==> config.mk <==
export PLATFORM = sky130hd
export DESIGN_NAME = location_outlier_filter_core_flat
export DESIGN_NICKNAME = d
export VERILOG_FILES = /design/src/sv/lof_pkg.sv /design/src/sv/lof_chan_if.sv /design/src/sv/location_outlier_filter_core.sv /design/src/sv/lof_front.sv /design/src/sv/lof_queue.sv /design/src/sv/lof_back.sv /design/src/flat_wrapper.sv
export SDC_FILE = /design/constraint.sdc
export NUM_CORES = 1
export LEC_CHECK = 0
export ABC_CLOCK_PERIOD_IN_PS = 8950
export CORE_ASPECT_RATIO = 1.1
export CORE_UTILIZATION = 65
export DETAILED_ROUTE_END_ITERATION = 7
export DONT_BUFFER_PORTS = 1
export PLACE_DENSITY = 0.91
export SLEW_MARGIN = 20
export SYNTH_ARGS = -nofsm -noshare
export SYNTH_HDL_FRONTEND = slang
export SYNTH_SLANG_ARGS = --single-unit
==> constraint.sdc <==
create_clock -name clk -period 8.95 [get_ports clk]
set_input_delay 1.79 -clock clk [delete_from_list [all_inputs] [get_ports clk]]
set_output_delay 1.79 -clock clk [all_outputs]
set_load 0.01 [all_outputs]
==> src/sv/lof_pkg.sv <==
// types and constants of the location outlier filter
package lof_pkg;

    localparam int CFG_INDEX_W = 2;
    localparam int CFG_DATA_W  = 16;

    localparam logic [CFG_INDEX_W-1:0] CFG_MATCH_LEN   = 2'd0;
    localparam logic [CFG_INDEX_W-1:0] CFG_ERROR_RATIO = 2'd1;
    localparam logic [CFG_INDEX_W-1:0] CFG_DISTANCE    = 2'd2;
    localparam logic [CFG_INDEX_W-1:0] CFG_MAX_REJECT  = 2'd3;

    localparam logic [6:0]  MATCH_LEN_RESET   = 7'd8;
    localparam logic [7:0]  ERROR_RATIO_RESET = 8'd8;
    localparam logic [15:0] DISTANCE_RESET    = 16'd100;
    localparam logic [7:0]  MAX_REJECT_RESET  = 8'd3;

    typedef struct packed {
        logic [15:0] pos_x;
        logic [15:0] pos_y;
        logic [12:0] match_area;
        logic [7:0]  row_errors;
        logic [7:0]  row_samples;
        logic [7:0]  col_errors;
        logic [7:0]  col_samples;
    } fix_t;

    typedef struct packed {
        logic        accepted;
        logic [15:0] held_x;
        logic [15:0] held_y;
    } result_t;

    typedef struct packed {
        logic [6:0]  min_side;
        logic [7:0]  error_ratio_threshold;
        logic [15:0] jump_limit;
        logic [7:0]  max_rejections;
    } cfg_t;

    // classified fix waiting for the decision stage
    typedef struct packed {
        logic [15:0] pos_x;
        logic [15:0] pos_y;
        logic        quality_fail;
    } entry_t;

    typedef struct packed {
        logic full;
        logic empty;
    } queue_status_t;

endpackage

==> src/sv/lof_chan_if.sv <==
// valid/ready channel carrying one item per handshake
interface lof_chan_if #(
    parameter type payload_t = logic
);
    logic     valid;
    logic     ready;
    payload_t data;

    modport source (output valid, output data, input ready);
    modport sink (input valid, input data, output ready);
    modport mon (input valid, input data, input ready);
endinterface

==> src/sv/location_outlier_filter_core.sv <==
// top level of the location outlier filter
// an item taken is written into the fifo, then popped into the output register that drives result
// throughput: one item per cycle while the receiver takes results; the decision on the stored position is combinational
// a two-entry fifo parts grading from decision and holds up to two items while a result waits
// reset clears stored position, rejection run, fifo and output valid
// configuration returns to length 8, ratio 8, distance 100, max rejections 3
module location_outlier_filter_core #(
    parameter int QUEUE_DEPTH = 2
) (
    input  logic                            clk,
    input  logic                            rst_n,
    lof_chan_if.sink                        fix,
    lof_chan_if.source                      result,
    input  logic                            cfg_we,
    input  logic [lof_pkg::CFG_INDEX_W-1:0] cfg_index,
    input  logic [lof_pkg::CFG_DATA_W-1:0]  cfg_wdata
);
    // configuration registers; the user is to write them only while the block is idle, the block does not enforce it
    lof_pkg::cfg_t          cfg_reg;
    lof_pkg::cfg_t          cfg_next;

    // front to fifo
    logic                   push;
    lof_pkg::entry_t        push_entry;

    // fifo to back
    logic                   pop;
    lof_pkg::entry_t        head;
    lof_pkg::queue_status_t q_status;

    always_comb
    begin
        cfg_next = cfg_reg;
        if (cfg_we)
        begin
            case (cfg_index)
                lof_pkg::CFG_MATCH_LEN:
                    cfg_next.min_side = cfg_wdata[6:0];
                lof_pkg::CFG_ERROR_RATIO:
                    cfg_next.error_ratio_threshold = cfg_wdata[7:0];
                lof_pkg::CFG_DISTANCE:
                    cfg_next.jump_limit = cfg_wdata;
                lof_pkg::CFG_MAX_REJECT:
                    cfg_next.max_rejections = cfg_wdata[7:0];
                default:
                    cfg_next = cfg_reg;
            endcase
        end
    end

    always_ff @(posedge clk or negedge rst_n)
    begin
        if (!rst_n)
        begin
            cfg_reg.min_side              <= lof_pkg::MATCH_LEN_RESET;
            cfg_reg.error_ratio_threshold <= lof_pkg::ERROR_RATIO_RESET;
            cfg_reg.jump_limit            <= lof_pkg::DISTANCE_RESET;
            cfg_reg.max_rejections        <= lof_pkg::MAX_REJECT_RESET;
        end
        else
        begin
            cfg_reg <= cfg_next;
        end
    end

    // grading: match size against squared side length, errors against samples
    lof_front u_front (
        .fix        (fix),
        .cfg        (cfg_reg),
        .q_status   (q_status),
        .push       (push),
        .push_entry (push_entry)
    );

    // graded fixes wait here when the output side stalls
    lof_queue #(
        .DEPTH (QUEUE_DEPTH)
    ) u_queue (
        .clk        (clk),
        .rst_n      (rst_n),
        .push       (push),
        .push_entry (push_entry),
        .pop        (pop),
        .head       (head),
        .q_status   (q_status)
    );

    // decision against stored position, rejection run and output register
    lof_back u_back (
        .clk      (clk),
        .rst_n    (rst_n),
        .cfg      (cfg_reg),
        .q_status (q_status),
        .head     (head),
        .pop      (pop),
        .result   (result)
    );
endmodule

==> src/sv/lof_front.sv <==
// front stage: takes fixes and grades match size and code noise
module lof_front (
    lof_chan_if.sink              fix,
    input  lof_pkg::cfg_t          cfg,
    input  lof_pkg::queue_status_t q_status,
    output logic                   push,
    output lof_pkg::entry_t        push_entry
);
    logic [13:0] min_area;
    logic [15:0] row_weight;
    logic [15:0] col_weight;
    logic        too_small;
    logic        too_noisy;

    assign fix.ready = !q_status.full;
    assign push      = fix.valid && !q_status.full;

    always_comb
    begin
        min_area   = 14'(cfg.min_side) * 14'(cfg.min_side);
        row_weight = 16'(fix.data.row_errors) * 16'(cfg.error_ratio_threshold);
        col_weight = 16'(fix.data.col_errors) * 16'(cfg.error_ratio_threshold);
        too_small  = 14'(fix.data.match_area) < min_area;
        too_noisy  = (row_weight > 16'(fix.data.row_samples))
                  || (col_weight > 16'(fix.data.col_samples));
        push_entry.pos_x        = fix.data.pos_x;
        push_entry.pos_y        = fix.data.pos_y;
        push_entry.quality_fail = too_small || too_noisy;
    end
endmodule

==> src/sv/lof_queue.sv <==
// small fifo between the grading and decision stages
module lof_queue #(
    parameter int DEPTH = 2
) (
    input  logic                   clk,
    input  logic                   rst_n,
    input  logic                   push,
    input  lof_pkg::entry_t        push_entry,
    input  logic                   pop,
    output lof_pkg::entry_t        head,
    output lof_pkg::queue_status_t q_status
);
    localparam int PTR_W = (DEPTH > 1) ? $clog2(DEPTH) : 1;
    localparam int CNT_W = $clog2(DEPTH + 1);
    localparam logic [PTR_W-1:0] LAST = PTR_W'(DEPTH - 1);
    localparam logic [CNT_W-1:0] FULL = CNT_W'(DEPTH);

    lof_pkg::entry_t  slots_reg [DEPTH];
    logic [PTR_W-1:0] wr_ptr_reg;
    logic [PTR_W-1:0] wr_ptr_next;
    logic [PTR_W-1:0] rd_ptr_reg;
    logic [PTR_W-1:0] rd_ptr_next;
    logic [CNT_W-1:0] count_reg;
    logic [CNT_W-1:0] count_next;

    always_comb
    begin
        wr_ptr_next = wr_ptr_reg;
        rd_ptr_next = rd_ptr_reg;
        count_next  = count_reg;
        if (push)
        begin
            wr_ptr_next = (wr_ptr_reg == LAST) ? '0 : wr_ptr_reg + 1'b1;
        end
        if (pop)
        begin
            rd_ptr_next = (rd_ptr_reg == LAST) ? '0 : rd_ptr_reg + 1'b1;
        end
        if (push && !pop)
        begin
            count_next = count_reg + 1'b1;
        end
        else if (pop && !push)
        begin
            count_next = count_reg - 1'b1;
        end
    end

    always_ff @(posedge clk or negedge rst_n)
    begin
        if (!rst_n)
        begin
            wr_ptr_reg <= '0;
            rd_ptr_reg <= '0;
            count_reg  <= '0;
        end
        else
        begin
            wr_ptr_reg <= wr_ptr_next;
            rd_ptr_reg <= rd_ptr_next;
            count_reg  <= count_next;
        end
    end

    always_ff @(posedge clk)
    begin
        if (push)
        begin
            slots_reg[wr_ptr_reg] <= push_entry;
        end
    end

    assign head           = slots_reg[rd_ptr_reg];
    assign q_status.full  = (count_reg == FULL);
    assign q_status.empty = (count_reg == '0);
endmodule

==> src/sv/lof_back.sv <==
// back stage: position and run-length decision, output register
module lof_back (
    input  logic                   clk,
    input  logic                   rst_n,
    input  lof_pkg::cfg_t          cfg,
    input  lof_pkg::queue_status_t q_status,
    input  lof_pkg::entry_t        head,
    output logic                   pop,
    lof_chan_if.source             result
);
    logic [15:0]      stored_x_reg;
    logic [15:0]      stored_x_next;
    logic [15:0]      stored_y_reg;
    logic [15:0]      stored_y_next;
    logic [8:0]       reject_run_reg;
    logic [8:0]       reject_run_next;
    logic             out_valid_reg;
    logic             out_valid_next;
    lof_pkg::result_t out_data_reg;
    lof_pkg::result_t out_data_next;

    logic [15:0] dx;
    logic [15:0] dy;
    logic [8:0]  run_inc;
    logic        same_pos;
    logic        far;
    logic        forced;
    logic        ok;

    assign pop = !q_status.empty && (!out_valid_reg || result.ready);

    always_comb
    begin
        dx       = (head.pos_x >= stored_x_reg) ? head.pos_x - stored_x_reg
                                                : stored_x_reg - head.pos_x;
        dy       = (head.pos_y >= stored_y_reg) ? head.pos_y - stored_y_reg
                                                : stored_y_reg - head.pos_y;
        same_pos = (head.pos_x == stored_x_reg) && (head.pos_y == stored_y_reg);
        far      = (dx > cfg.jump_limit) || (dy > cfg.jump_limit);
        run_inc  = reject_run_reg + 9'd1;
        forced   = run_inc > {1'b0, cfg.max_rejections};

        stored_x_next   = stored_x_reg;
        stored_y_next   = stored_y_reg;
        reject_run_next = reject_run_reg;
        ok              = 1'b0;

        if (same_pos)
        begin
            ok = 1'b1;
        end
        else if (head.quality_fail)
        begin
            ok = 1'b0;
        end
        else if (far)
        begin
            // far jump: count it, force through once the run is too long
            if (forced)
            begin
                reject_run_next = '0;
                stored_x_next   = head.pos_x;
                stored_y_next   = head.pos_y;
                ok              = 1'b1;
            end
            else
            begin
                reject_run_next = run_inc;
            end
        end
        else
        begin
            reject_run_next = '0;
            stored_x_next   = head.pos_x;
            stored_y_next   = head.pos_y;
            ok              = 1'b1;
        end

        out_data_next.accepted = ok;
        out_data_next.held_x   = stored_x_next;
        out_data_next.held_y   = stored_y_next;

        if (pop)
        begin
            out_valid_next = 1'b1;
        end
        else if (result.ready)
        begin
            out_valid_next = 1'b0;
        end
        else
        begin
            out_valid_next = out_valid_reg;
        end
    end

    always_ff @(posedge clk or negedge rst_n)
    begin
        if (!rst_n)
        begin
            stored_x_reg   <= '0;
            stored_y_reg   <= '0;
            reject_run_reg <= '0;
            out_valid_reg  <= 1'b0;
        end
        else
        begin
            out_valid_reg <= out_valid_next;
            if (pop)
            begin
                stored_x_reg   <= stored_x_next;
                stored_y_reg   <= stored_y_next;
                reject_run_reg <= reject_run_next;
            end
        end
    end

    always_ff @(posedge clk)
    begin
        if (pop)
        begin
            out_data_reg <= out_data_next;
        end
    end

    assign result.valid = out_valid_reg;
    assign result.data  = out_data_reg;
endmodule

==> src/flat_wrapper.sv <==
// flat-port wrapper written by rule: the top's interface ports become plain ports
module location_outlier_filter_core_flat 
#(
    parameter int QUEUE_DEPTH = 2
)
  (clk, rst_n, cfg_we, cfg_index, cfg_wdata, fix_valid, fix_data, fix_ready, result_valid, result_data, result_ready);
  lof_chan_if #(.payload_t(lof_pkg::fix_t)) fix_i ();
  lof_chan_if #(.payload_t(lof_pkg::result_t)) result_i ();
  input  logic clk;
  input  logic rst_n;
  input  logic cfg_we;
  input  logic [lof_pkg::CFG_INDEX_W-1:0] cfg_index;
  input  logic [lof_pkg::CFG_DATA_W-1:0] cfg_wdata;
  input wire logic [$bits(fix_i.valid)-1:0] fix_valid;
  input wire logic [$bits(fix_i.data)-1:0] fix_data;
  output wire logic [$bits(fix_i.ready)-1:0] fix_ready;
  output wire logic [$bits(result_i.valid)-1:0] result_valid;
  output wire logic [$bits(result_i.data)-1:0] result_data;
  input wire logic [$bits(result_i.ready)-1:0] result_ready;
  assign fix_i.valid = fix_valid;
  assign fix_i.data = fix_data;
  assign fix_ready = fix_i.ready;
  assign result_valid = result_i.valid;
  assign result_data = result_i.data;
  assign result_i.ready = result_ready;
  location_outlier_filter_core #(.QUEUE_DEPTH(QUEUE_DEPTH)) u_core (.clk(clk), .rst_n(rst_n), .fix(fix_i), .result(result_i), .cfg_we(cfg_we), .cfg_index(cfg_index), .cfg_wdata(cfg_wdata));
endmodule
==> results.cfg, run 1 <==
[floorplanning]
std_cell_rows = 61
die_area_um2 = 26400
core-area_um2 = 25300
die_w_um = 155
initial_core_util = 0.662
ios = 135
dieHeight_um = 170

[synth]
yosysWarnings = 0
seq_area_frac_synth = 0.306
synth_ff_type = edfxtp_1
synth-edff-count = 99
synth_nets = 2146
syn_inst = 1729
yosysUniqueCellTypes = 71
syn_area_per_cell_um2 = 9.67
yosys_register_bits = 184
netlist_area_um2 = 16700
async_flop_share = 0.462

[cells_and_area]
largest_reg_flops = 66
area_delta_synth_final_pct = 5.50
drive_above_1_share = 0.0656
layout_commonest_cell = inv_1
final_cell_mix = inv_1, ha_1, a21oi_1
nNetsFinal = 2127
post-route-util = 0.698

[clock_network]
hold_buffers = 0
clkTransAtPathRegs_ns = 0.07
post_cts_buffers = 0
clock_path_buffers = 2
htree_levels = 4
clkSinkCount = 184
cts_root_buf = clkbuf_16
clock_latency_ns = 0.45
numCtsBuffers = 17
ctsResizeCount = 0
cts_tree = done

[power_and_ir_drop]
powerDensity_nw_per_um2 = 399
total_power_mw = 7.04
p_leak_nw = 8.44
vdd_drop_max_v = 0.000235

[sta]
worst_pin_slew_ns = 1.13
finalMaxSlewViolations = 0
min_period_ns = 7.84
rsz0062_at_grt = false
slew_headroom = 0.246
hold_viol = 0
worst_hold_slack_ns = 0.512
fin_crit_sh = 0.876
setup-tns-final_ns = 0
layout_setup_ws_ns = 1.11
finalClockSkew_ns = 0.0124
max_freq_ghz = 0.128
finalSetupViolCount = 0

[critical_path]
worstSetupStartpointType = flop
rr_endpoint = u_core.u_back.result.data[1]$_DFFE_PP_
path_max_fanout = 36
cp-endpoint = u_core.u_back.result.data[1]$_DFFE_PP_
endpoint_kind = flop
cp-startpoint = u_core.u_queue.rd_ptr_reg$_DFFE_PN0P_
reg2reg_from = u_core.u_queue.rd_ptr_reg$_DFFE_PN0P_
worst_r2r_path_depth = 24
crit_arrival_ns = 8.11
crit_type = reg2reg
required_ns = 9.22
r2r_slack_ns = 1.11

[drt]
drtAntennaViolNets = 0
drt-initial-drc-count = 915
vias_per_cell = 6.06
wl_per_cell_um = 18.5
drc = 0
drtPass1Iterations = 5
vias = 12600
wirelength_um = 38300

[place]
numPortBuffers = 0
dp_slack_ns = 1.34
gp_congestion = 0.954
place_hpwl_um = 29100

[global_route]
grt_pass1_vias = 12900
gr-total-overflow = 0
antenna_found_initial = 1
grt_max_degree = 86
grt_util_all_layers = 0.301
grt_pass1_wl_um = 62700

[job]
drv_cap = 0

[worst_hold_path]
worstHoldPathType = reg2reg

[status]
run_status = complete, no violations
-- stage by stage --
stage	cell area, um2	cells
floorplan	16700	1729
global placement	17000	2036
detailed placement	17000	2036
CTS	17600	2068
global route	17600	2069
finish	17600	2070
-- synth_stat cells (5+ instances only) --
cell	n	share of area
a211oi_1	7	0.0031
a21o_1	40	0.018
a21oi_1	134	0.040
a31oi_1	8	0.0030
and2_1	113	0.042
and3_1	7	0.0026
buf_2	6	0.0018
clkbuf_1	41	0.0092
dfrtp_1	78	0.12
dfstp_2	7	0.011
edfxtp_1	99	0.18
fa_1	90	0.11
ha_1	227	0.17
inv_1	248	0.056
mux2_2	42	0.028
mux2i_1	46	0.028
nand2_1	95	0.021
nand2b_1	16	0.0060
nand3_1	23	0.0069
nand3b_1	5	0.0022
nand4_1	19	0.0071
nor2_1	101	0.023
nor2b_1	16	0.0060
nor3_1	13	0.0039
o21a_1	12	0.0054
o21ai_0	57	0.017
o21ai_1	12	0.0036
o21bai_1	15	0.0067
o221ai_1	8	0.0042
o22ai_1	6	0.0022
or3_1	8	0.0030
xnor2_1	41	0.021
xor2_1	21	0.011
-- kinds of logic after synthesis --
family	synth area share
xor gates and xnor gates	0.0325
adders and majority gates	0.278
and+or+nand+nor	0.135
buffers and inverters	0.0676
AOI/OAI and AO/OA	0.125
muxes	0.0565
DFF	0.306
-- routing by layer --
metal  global-route usage  wire (um)
met1                0.355      15200
met2                0.545      19500
met5                    0          0
met4                0.103       1100
met3               0.0601       2510
-- critical path, cell delays in order (launching register included) --
cell	delay [ns]
dfrtp_2	0.86
buf_4	0.30
mux2i_1	0.25
inv_1	0.10
ha_1	0.44
nand2_1	0.14
nor2_1	0.20
nand4_1	0.13
o211ai_2	0.92
mux2i_1	0.30
o221ai_1	0.33
nand4_1	0.18
o22ai_1	0.20
xor2_1	0.09
ha_1	0.30
nand3_1	0.09
or3_1	0.42
or2_2	0.31
o2111a_1	0.15
o22ai_1	0.36
nand2_1	0.26
nand2_2	0.61
buf_4	0.41
nor2_1	0.10
a21oi_1	0.18
-- power by group --
part,internal [mW],switching [mW],total [mW]
sequential,1.16,0.210,1.37
clock,0.375,0.356,0.731
combinational,2.12,2.83,4.95
-- cell type report --
type,count,area (um2)
antenna,1,2.50
timing repair buffer,10,87.6
tap,346,433
multi-input combinational,1247,10500
sequential,184,5110
clock buffer,18,439
fill,1762,7630
clock inverter,14,129
inverter,250,938
-- worst min-delay path by stage --
stage                                          startpoint                               endpoint  cells after the start
CTS                        u_core.cfg_reg[19]$_DFFE_PN0P_         u_core.cfg_reg[19]$_DFFE_PN0P_                      1
global placement            u_core.cfg_reg[5]$_DFFE_PN0P_          u_core.cfg_reg[5]$_DFFE_PN0P_                      1
floorplan           u_core.u_queue.wr_ptr_reg$_DFFE_PN0P_  u_core.u_queue.wr_ptr_reg$_DFFE_PN0P_                      1
global route               u_core.cfg_reg[16]$_DFFE_PN0P_         u_core.cfg_reg[16]$_DFFE_PN0P_                      1
detailed placement          u_core.cfg_reg[2]$_DFFE_PN0P_          u_core.cfg_reg[2]$_DFFE_PN0P_                      1
finish                     u_core.cfg_reg[19]$_DFFE_PN0P_         u_core.cfg_reg[19]$_DFFE_PN0P_                      1
No activity file was read; power rests on OpenSTA's default activity.
==> run 2, diff against run 1 <==
--- a/config.mk
+++ b/config.mk
@@ -5,7 +5,7 @@
 export SDC_FILE = /design/constraint.sdc
 export NUM_CORES = 1
 export LEC_CHECK = 0
-export ABC_CLOCK_PERIOD_IN_PS = 8950
+export ABC_CLOCK_PERIOD_IN_PS = 7700
 export CORE_ASPECT_RATIO = 1.1
 export CORE_UTILIZATION = 65
 export DETAILED_ROUTE_END_ITERATION = 7
==> constraint.sdc (replaced) <==
create_clock -name clk -period 7.7 [get_ports clk]
set_input_delay 1.54 -clock clk [delete_from_list [all_inputs] [get_ports clk]]
set_output_delay 1.54 -clock clk [all_outputs]
set_load 0.01 [all_outputs]
==> results.cfg, run 2 (synthesis results as in run 1) <==
[sta]
fin_crit_sh = 0.943
min_period_ns = 7.26
finalClockSkew_ns = 0.0170
rsz0062_at_grt = false
worst_pin_slew_ns = 0.994
max_freq_ghz = 0.138
finalSetupViolCount = 0
finalMaxSlewViolations = 0
hold_viol = 0
slew_headroom = 0.335
setup-tns-final_ns = 0

[drt]
vias_per_cell = 6.08
wl_per_cell_um = 18.7
drc = 0
drtPass1Iterations = 6
drtAntennaViolNets = 0
wirelength_um = 38700
drt-initial-drc-count = 1137
vias = 12600

[place]
dpl_cell_area_um2 = 17100
gp_congestion = 0.928
numPortBuffers = 0
place_hpwl_um = 29000

[critical_path]
endpoint_kind = flop
required_ns = 7.86
crit_slowest_cell = fa_1
crit_top_cell = fa_1
crit_arrival_ns = 7.42
critical_path_buf_inv_count = 3
cp_slowest_stage_delay_ns = 0.55
crit_family = adder cells
worstSetupPathDepth = 26
crit_type = reg2reg
path_max_fanout = 10
worstSetupStartpointType = flop
worst_r2r_path_depth = 26

[cells_and_area]
nNetsFinal = 2130
final_cell_mix = inv_1, ha_1, a21oi_1
layout_commonest_cell = inv_1
area_delta_synth_final_pct = 6.36
drive_above_1_share = 0.0672
largest_reg_flops = 66
post-route-util = 0.704
multi_input_area_um2 = 10500
fin_area_um2 = 17800
final-seq-area_um2 = 5110
fill_cells = 1730

[global_route]
grt_util_all_layers = 0.302
grt_pass1_vias = 13100
grt_pass1_wl_um = 62600
antenna_found_initial = 0
grt_max_degree = 86
gr-total-overflow = 0

[floorplanning]
initial_core_util = 0.662
dieHeight_um = 170
core-area_um2 = 25300
ios = 135
die_w_um = 155
std_cell_rows = 61
die_area_um2 = 26400

[power_and_ir_drop]
p_leak_nw = 8.51
total_power_mw = 8.40
powerDensity_nw_per_um2 = 472
vdd_drop_max_v = 0.000234

[worst_hold_path]
worstHoldPathType = reg2reg
hold_depth = 1

[clock_network]
numCtsBuffers = 17
cts_root_buf = clkbuf_16
cts_tree = done
clock_latency_ns = 0.44
clkSinkCount = 184
htree_levels = 4
clkTransAtPathRegs_ns = 0.07
post_cts_buffers = 0
clock_path_buffers = 2

[status]
run_status = complete, no violations

[job]
drv_cap = 0
==> run 2: changes by cell type in the layout (fill, tap and decap cells not counted) <==
| cell | previous run | this run |
|---|---|---|
| clkbuf_1 | 0 | 1 |
| bufinv_16 | 0 | 5 |
| buf_12 | 1 | 3 |
| dfrtp_2 | 1 | 2 |
| clkinv_2 | 1 | 0 |
| clkinvlp_4 | 0 | 2 |
| clkbuf_8 | 1 | 0 |
| inv_8 | 4 | 3 |
| dfrtp_1 | 77 | 76 |
| buf_4 | 9 | 10 |
| clkinv_4 | 5 | 0 |
==> run 2: cell type report <==
cell class / count / area share
inverters: 250 / 0.0528
multi-input cells: 1247 / 0.590
repair buffers: 13 / 0.00760
clock inverters: 14 / 0.0132
clock buffers: 18 / 0.0241
well taps: 346 / 0.0243
flip-flops and latches: 184 / 0.287
diodes: 1 / 0.000141
==> run 2: per-stage QoR <==
step	hold slack (ns)	std cells	worst slack (ns)
floorplan	0.461	1729	0.816
global placement	0.489	2039	0.670
detailed placement	0.495	2039	0.410
CTS	0.511	2071	0.425
global route	0.529	2072	0.00674
finish	0.511	2073	0.441
==> run 2: what timing repair did <==
item / CTS / global route
endpoints found under the setup margin: 0 / 2
resized for setup: 0 / 1
hold buffers: 0 / 0
==> run 2: final timing paths <==
check | startpoint | endpoint | slack [ns]
min in group asynchronous | rst_n | u_core.u_back.stored_y_reg[10]$_DFFE_PN0P_ | 0.79
hold reg to reg | u_core.cfg_reg[4]$_DFFE_PN0P_ | u_core.cfg_reg[4]$_DFFE_PN0P_ | 0.51
setup reg to reg | u_core.cfg_reg[36]$_DFFE_PN0P_ | u_core.u_queue.slots_reg[0][0]$_DFFE_PP_ | 0.44
setup / recovery | u_core.cfg_reg[36]$_DFFE_PN0P_ | u_core.u_queue.slots_reg[0][0]$_DFFE_PP_ | 0.44
hold / removal | u_core.cfg_reg[4]$_DFFE_PN0P_ | u_core.cfg_reg[4]$_DFFE_PN0P_ | 0.51
max in group asynchronous | rst_n | u_core.cfg_reg[35]$_DFFE_PN1P_ | 6.69
==> run 2: routing by layer <==
layer	up-vias	global-route usage	wire, um
met2	534	0.540	19600
met5	-	0	0
met1	6096	0.346	15000
met3	114	0.0657	2820
met4	0	0.134	1330
li1	5850	-	-
==> run 2: worst register-to-register path: stages (launching register included) <==
cell and delay, ns:
dfrtp_1 0.51, nand2_1 0.15, fa_1 0.49, fa_1 0.55, inv_1 0.06, fa_1 0.54, inv_1 0.07, fa_1 0.53
inv_1 0.04, ha_1 0.32, a21boi_1 0.16, o31a_1 0.27, o21ai_1 0.12, nand2b_1 0.11, a21o_1 0.19, a21oi_1 0.19
xor2_1 0.10, ha_1 0.28, o22ai_1 0.08, a2111oi_2 0.36, o2111ai_1 0.16, or4_1 0.55, a211oi_2 0.15, nand4_1 0.09
or4_1 0.44, a2111oi_2 0.32, nand4b_1 0.16
==> run 2: report_power, final <==
group | internal (mW) | total, mW | leakage [nW] | switching, mW
clock network | 0.587 | 0.994 | 0.318 | 0.407
registers | 1.34 | 1.56 | 1.84 | 0.218
logic | 2.49 | 5.84 | 6.35 | 3.35
==> run 3, diff against run 2 <==
--- a/config.mk
+++ b/config.mk
@@ -7,10 +7,10 @@
 export LEC_CHECK = 0
 export ABC_CLOCK_PERIOD_IN_PS = 7700
 export CORE_ASPECT_RATIO = 1.1
-export CORE_UTILIZATION = 65
+export CORE_UTILIZATION = 40
 export DETAILED_ROUTE_END_ITERATION = 7
 export DONT_BUFFER_PORTS = 1
-export PLACE_DENSITY = 0.91
+export PLACE_DENSITY = 0.64
 export SLEW_MARGIN = 20
 export SYNTH_ARGS = -nofsm -noshare
 export SYNTH_HDL_FRONTEND = slang
==> results.cfg, run 3 (synthesis results as in run 1) <==
[critical_path]
crit_arrival_ns = 7.39
required_ns = 7.86
path_max_fanout = 10
worstSetupStartpointType = flop
endpoint_kind = flop
cp_slowest_stage_delay_ns = 0.57
crit_slowest_cell = or4_1
crit_top_cell = inv_1
crit_type = reg2reg

[drt]
vias_per_cell = 5.26
drtAntennaViolNets = 0
drtPass1Iterations = 7
wirelength_um = 37500
highest_layer = met4
dr_wl_met2_um = 17800
drc = 0
route.met3.wl_um = 1700
vias = 12000
wl_per_cell_um = 16.4
met1_length_um = 17400
drt-initial-drc-count = 721

[global_route]
grt_pass1_vias = 12400
antenna_found_initial = 1
grt_max_degree = 86
grt_pass1_wl_um = 62500
gr-total-overflow = 0
grt_util_all_layers = 0.182

[power_and_ir_drop]
total_power_mw = 8.06
pwr-share-comb = 0.702
switchingPower_mw = 3.83
intPower_mw = 4.23
powerDensity_nw_per_um2 = 448
p_seq_frac = 0.191
p_leak_nw = 8.48
vdd_drop_max_v = 0.000218
sw_frac_of_total = 0.475
p_clk_frac = 0.107

[sta]
finalMaxSlewViolations = 0
setup-tns-final_ns = 0
max_freq_ghz = 0.138
fin_crit_sh = 0.938
min_period_ns = 7.22
worst_pin_slew_ns = 0.960
slew_headroom = 0.358
rsz0062_at_grt = false
hold_viol = 0
finalClockSkew_ns = 0.0268
finalSetupViolCount = 0
layout_setup_ws_ns = 0.477

[cells_and_area]
drive_above_1_share = 0.0677
area_delta_synth_final_pct = 7.57
fill_cells = 3993
post-route-util = 0.437
nNetsFinal = 2131
largest_reg_flops = 66
final_cell_mix = inv_1, ha_1, a21oi_1
layout_commonest_cell = inv_1

[clock_network]
cts_tree = done
clock_latency_ns = 0.45
clkTransAtPathRegs_ns = 0.08
cts_root_buf = clkbuf_16
post_cts_buffers = 0
numCtsBuffers = 17
clkSinkCount = 184
hold_buffers = 0
ctsResizeCount = 0
clock_path_buffers = 2
htree_levels = 4

[place]
numPortBuffers = 0
place_hpwl_um = 29100
dp_slack_ns = 0.477
gp_congestion = 0.876

[worst_hold_path]
worstHoldPathType = reg2reg

[floorplanning]
initial_core_util = 0.406
dieHeight_um = 216
ios = 135
die_w_um = 197
std_cell_rows = 78
die_area_um2 = 42600
core-area_um2 = 41200

[job]
drv_cap = 0

[status]
run_status = complete, no violations
[run 3: changes by cell type in the layout (fill, tap and decap cells not counted), sizes merged]
cell      delta
bufinv       -5
clkinv       +8
clkbuf       -1
clkinvlp     -2
buf          +1
[run 3: final cells by class]
cell class                 count  area [um2]  area share
antenna                        1        2.50    0.000139
tap                          560         701      0.0390
inverter                     250         938      0.0522
clock buffer                  17         425      0.0237
multi-input combinational   1247       10500       0.584
sequential                   184        5110       0.284
timing repair buffer          14         150     0.00835
clock inverter                15         158     0.00877
[run 3: critical path: cells and delay by family, from the launching register on]
family / cells / cell delay (ns)
adders and majority gates: 6 / 2.63
AOI/OAI and AO/OA: 10 / 1.91
and+or+nand+nor: 6 / 1.56
DFF: 1 / 0.48
buffers and inverters: 5 / 0.27
xor gates and xnor gates: 1 / 0.09
[run 3: metrics by stage]
stage | hold slack (ns) | cell area [um2] | instances
6_report | 0.506 | 18000 | 2288
5_1_grt | 0.523 | 18000 | 2287
4_1_cts | 0.509 | 18000 | 2286
3_5_place_dp | 0.493 | 17400 | 2254
3_3_place_gp | 0.490 | 17400 | 2254
2_1_floorplan | 0.461 | 16700 | 1729
[run 3: path summary, 6_finish.rpt]
path                                                                   from                                           to  slack (ns)  depth (start not counted)
worst max-delay path                         u_core.cfg_reg[33]$_DFFE_PN0P_     u_core.u_queue.slots_reg[0][0]$_DFFE_PP_        0.48                         28
worst min-delay path            u_core.u_back.reject_run_reg[8]$_DFFE_PN0P_  u_core.u_back.reject_run_reg[8]$_DFFE_PN0P_        0.51                          1
worst max register to register               u_core.cfg_reg[33]$_DFFE_PN0P_     u_core.u_queue.slots_reg[0][0]$_DFFE_PP_        0.48                         28
worst min register to register  u_core.u_back.reject_run_reg[8]$_DFFE_PN0P_  u_core.u_back.reject_run_reg[8]$_DFFE_PN0P_        0.51                          1
max in group asynchronous                                             rst_n               u_core.cfg_reg[14]$_DFFE_PN1P_        6.64                          0
min in group asynchronous                                             rst_n        u_core.u_queue.wr_ptr_reg$_DFFE_PN0P_        0.78                          0
[run 3: power by group through the flow]
stage,Clock (mW),Sequential (mW),Combinational [mW]
after floorplan,0,1.48,4.43
after global placement,0,1.55,5.47
after detailed placement,0,1.56,5.61
after CTS,0.886,1.54,5.67
after global routing,0.919,1.57,6.49
final,0.865,1.54,5.66
[run 3: routing by layer]
metal  track usage  vias to the layer above
met5             0                        -
met2         0.302                      241
li1              -                     5847
met1         0.246                     5922
met4        0.0481                        0
met3        0.0293                       29
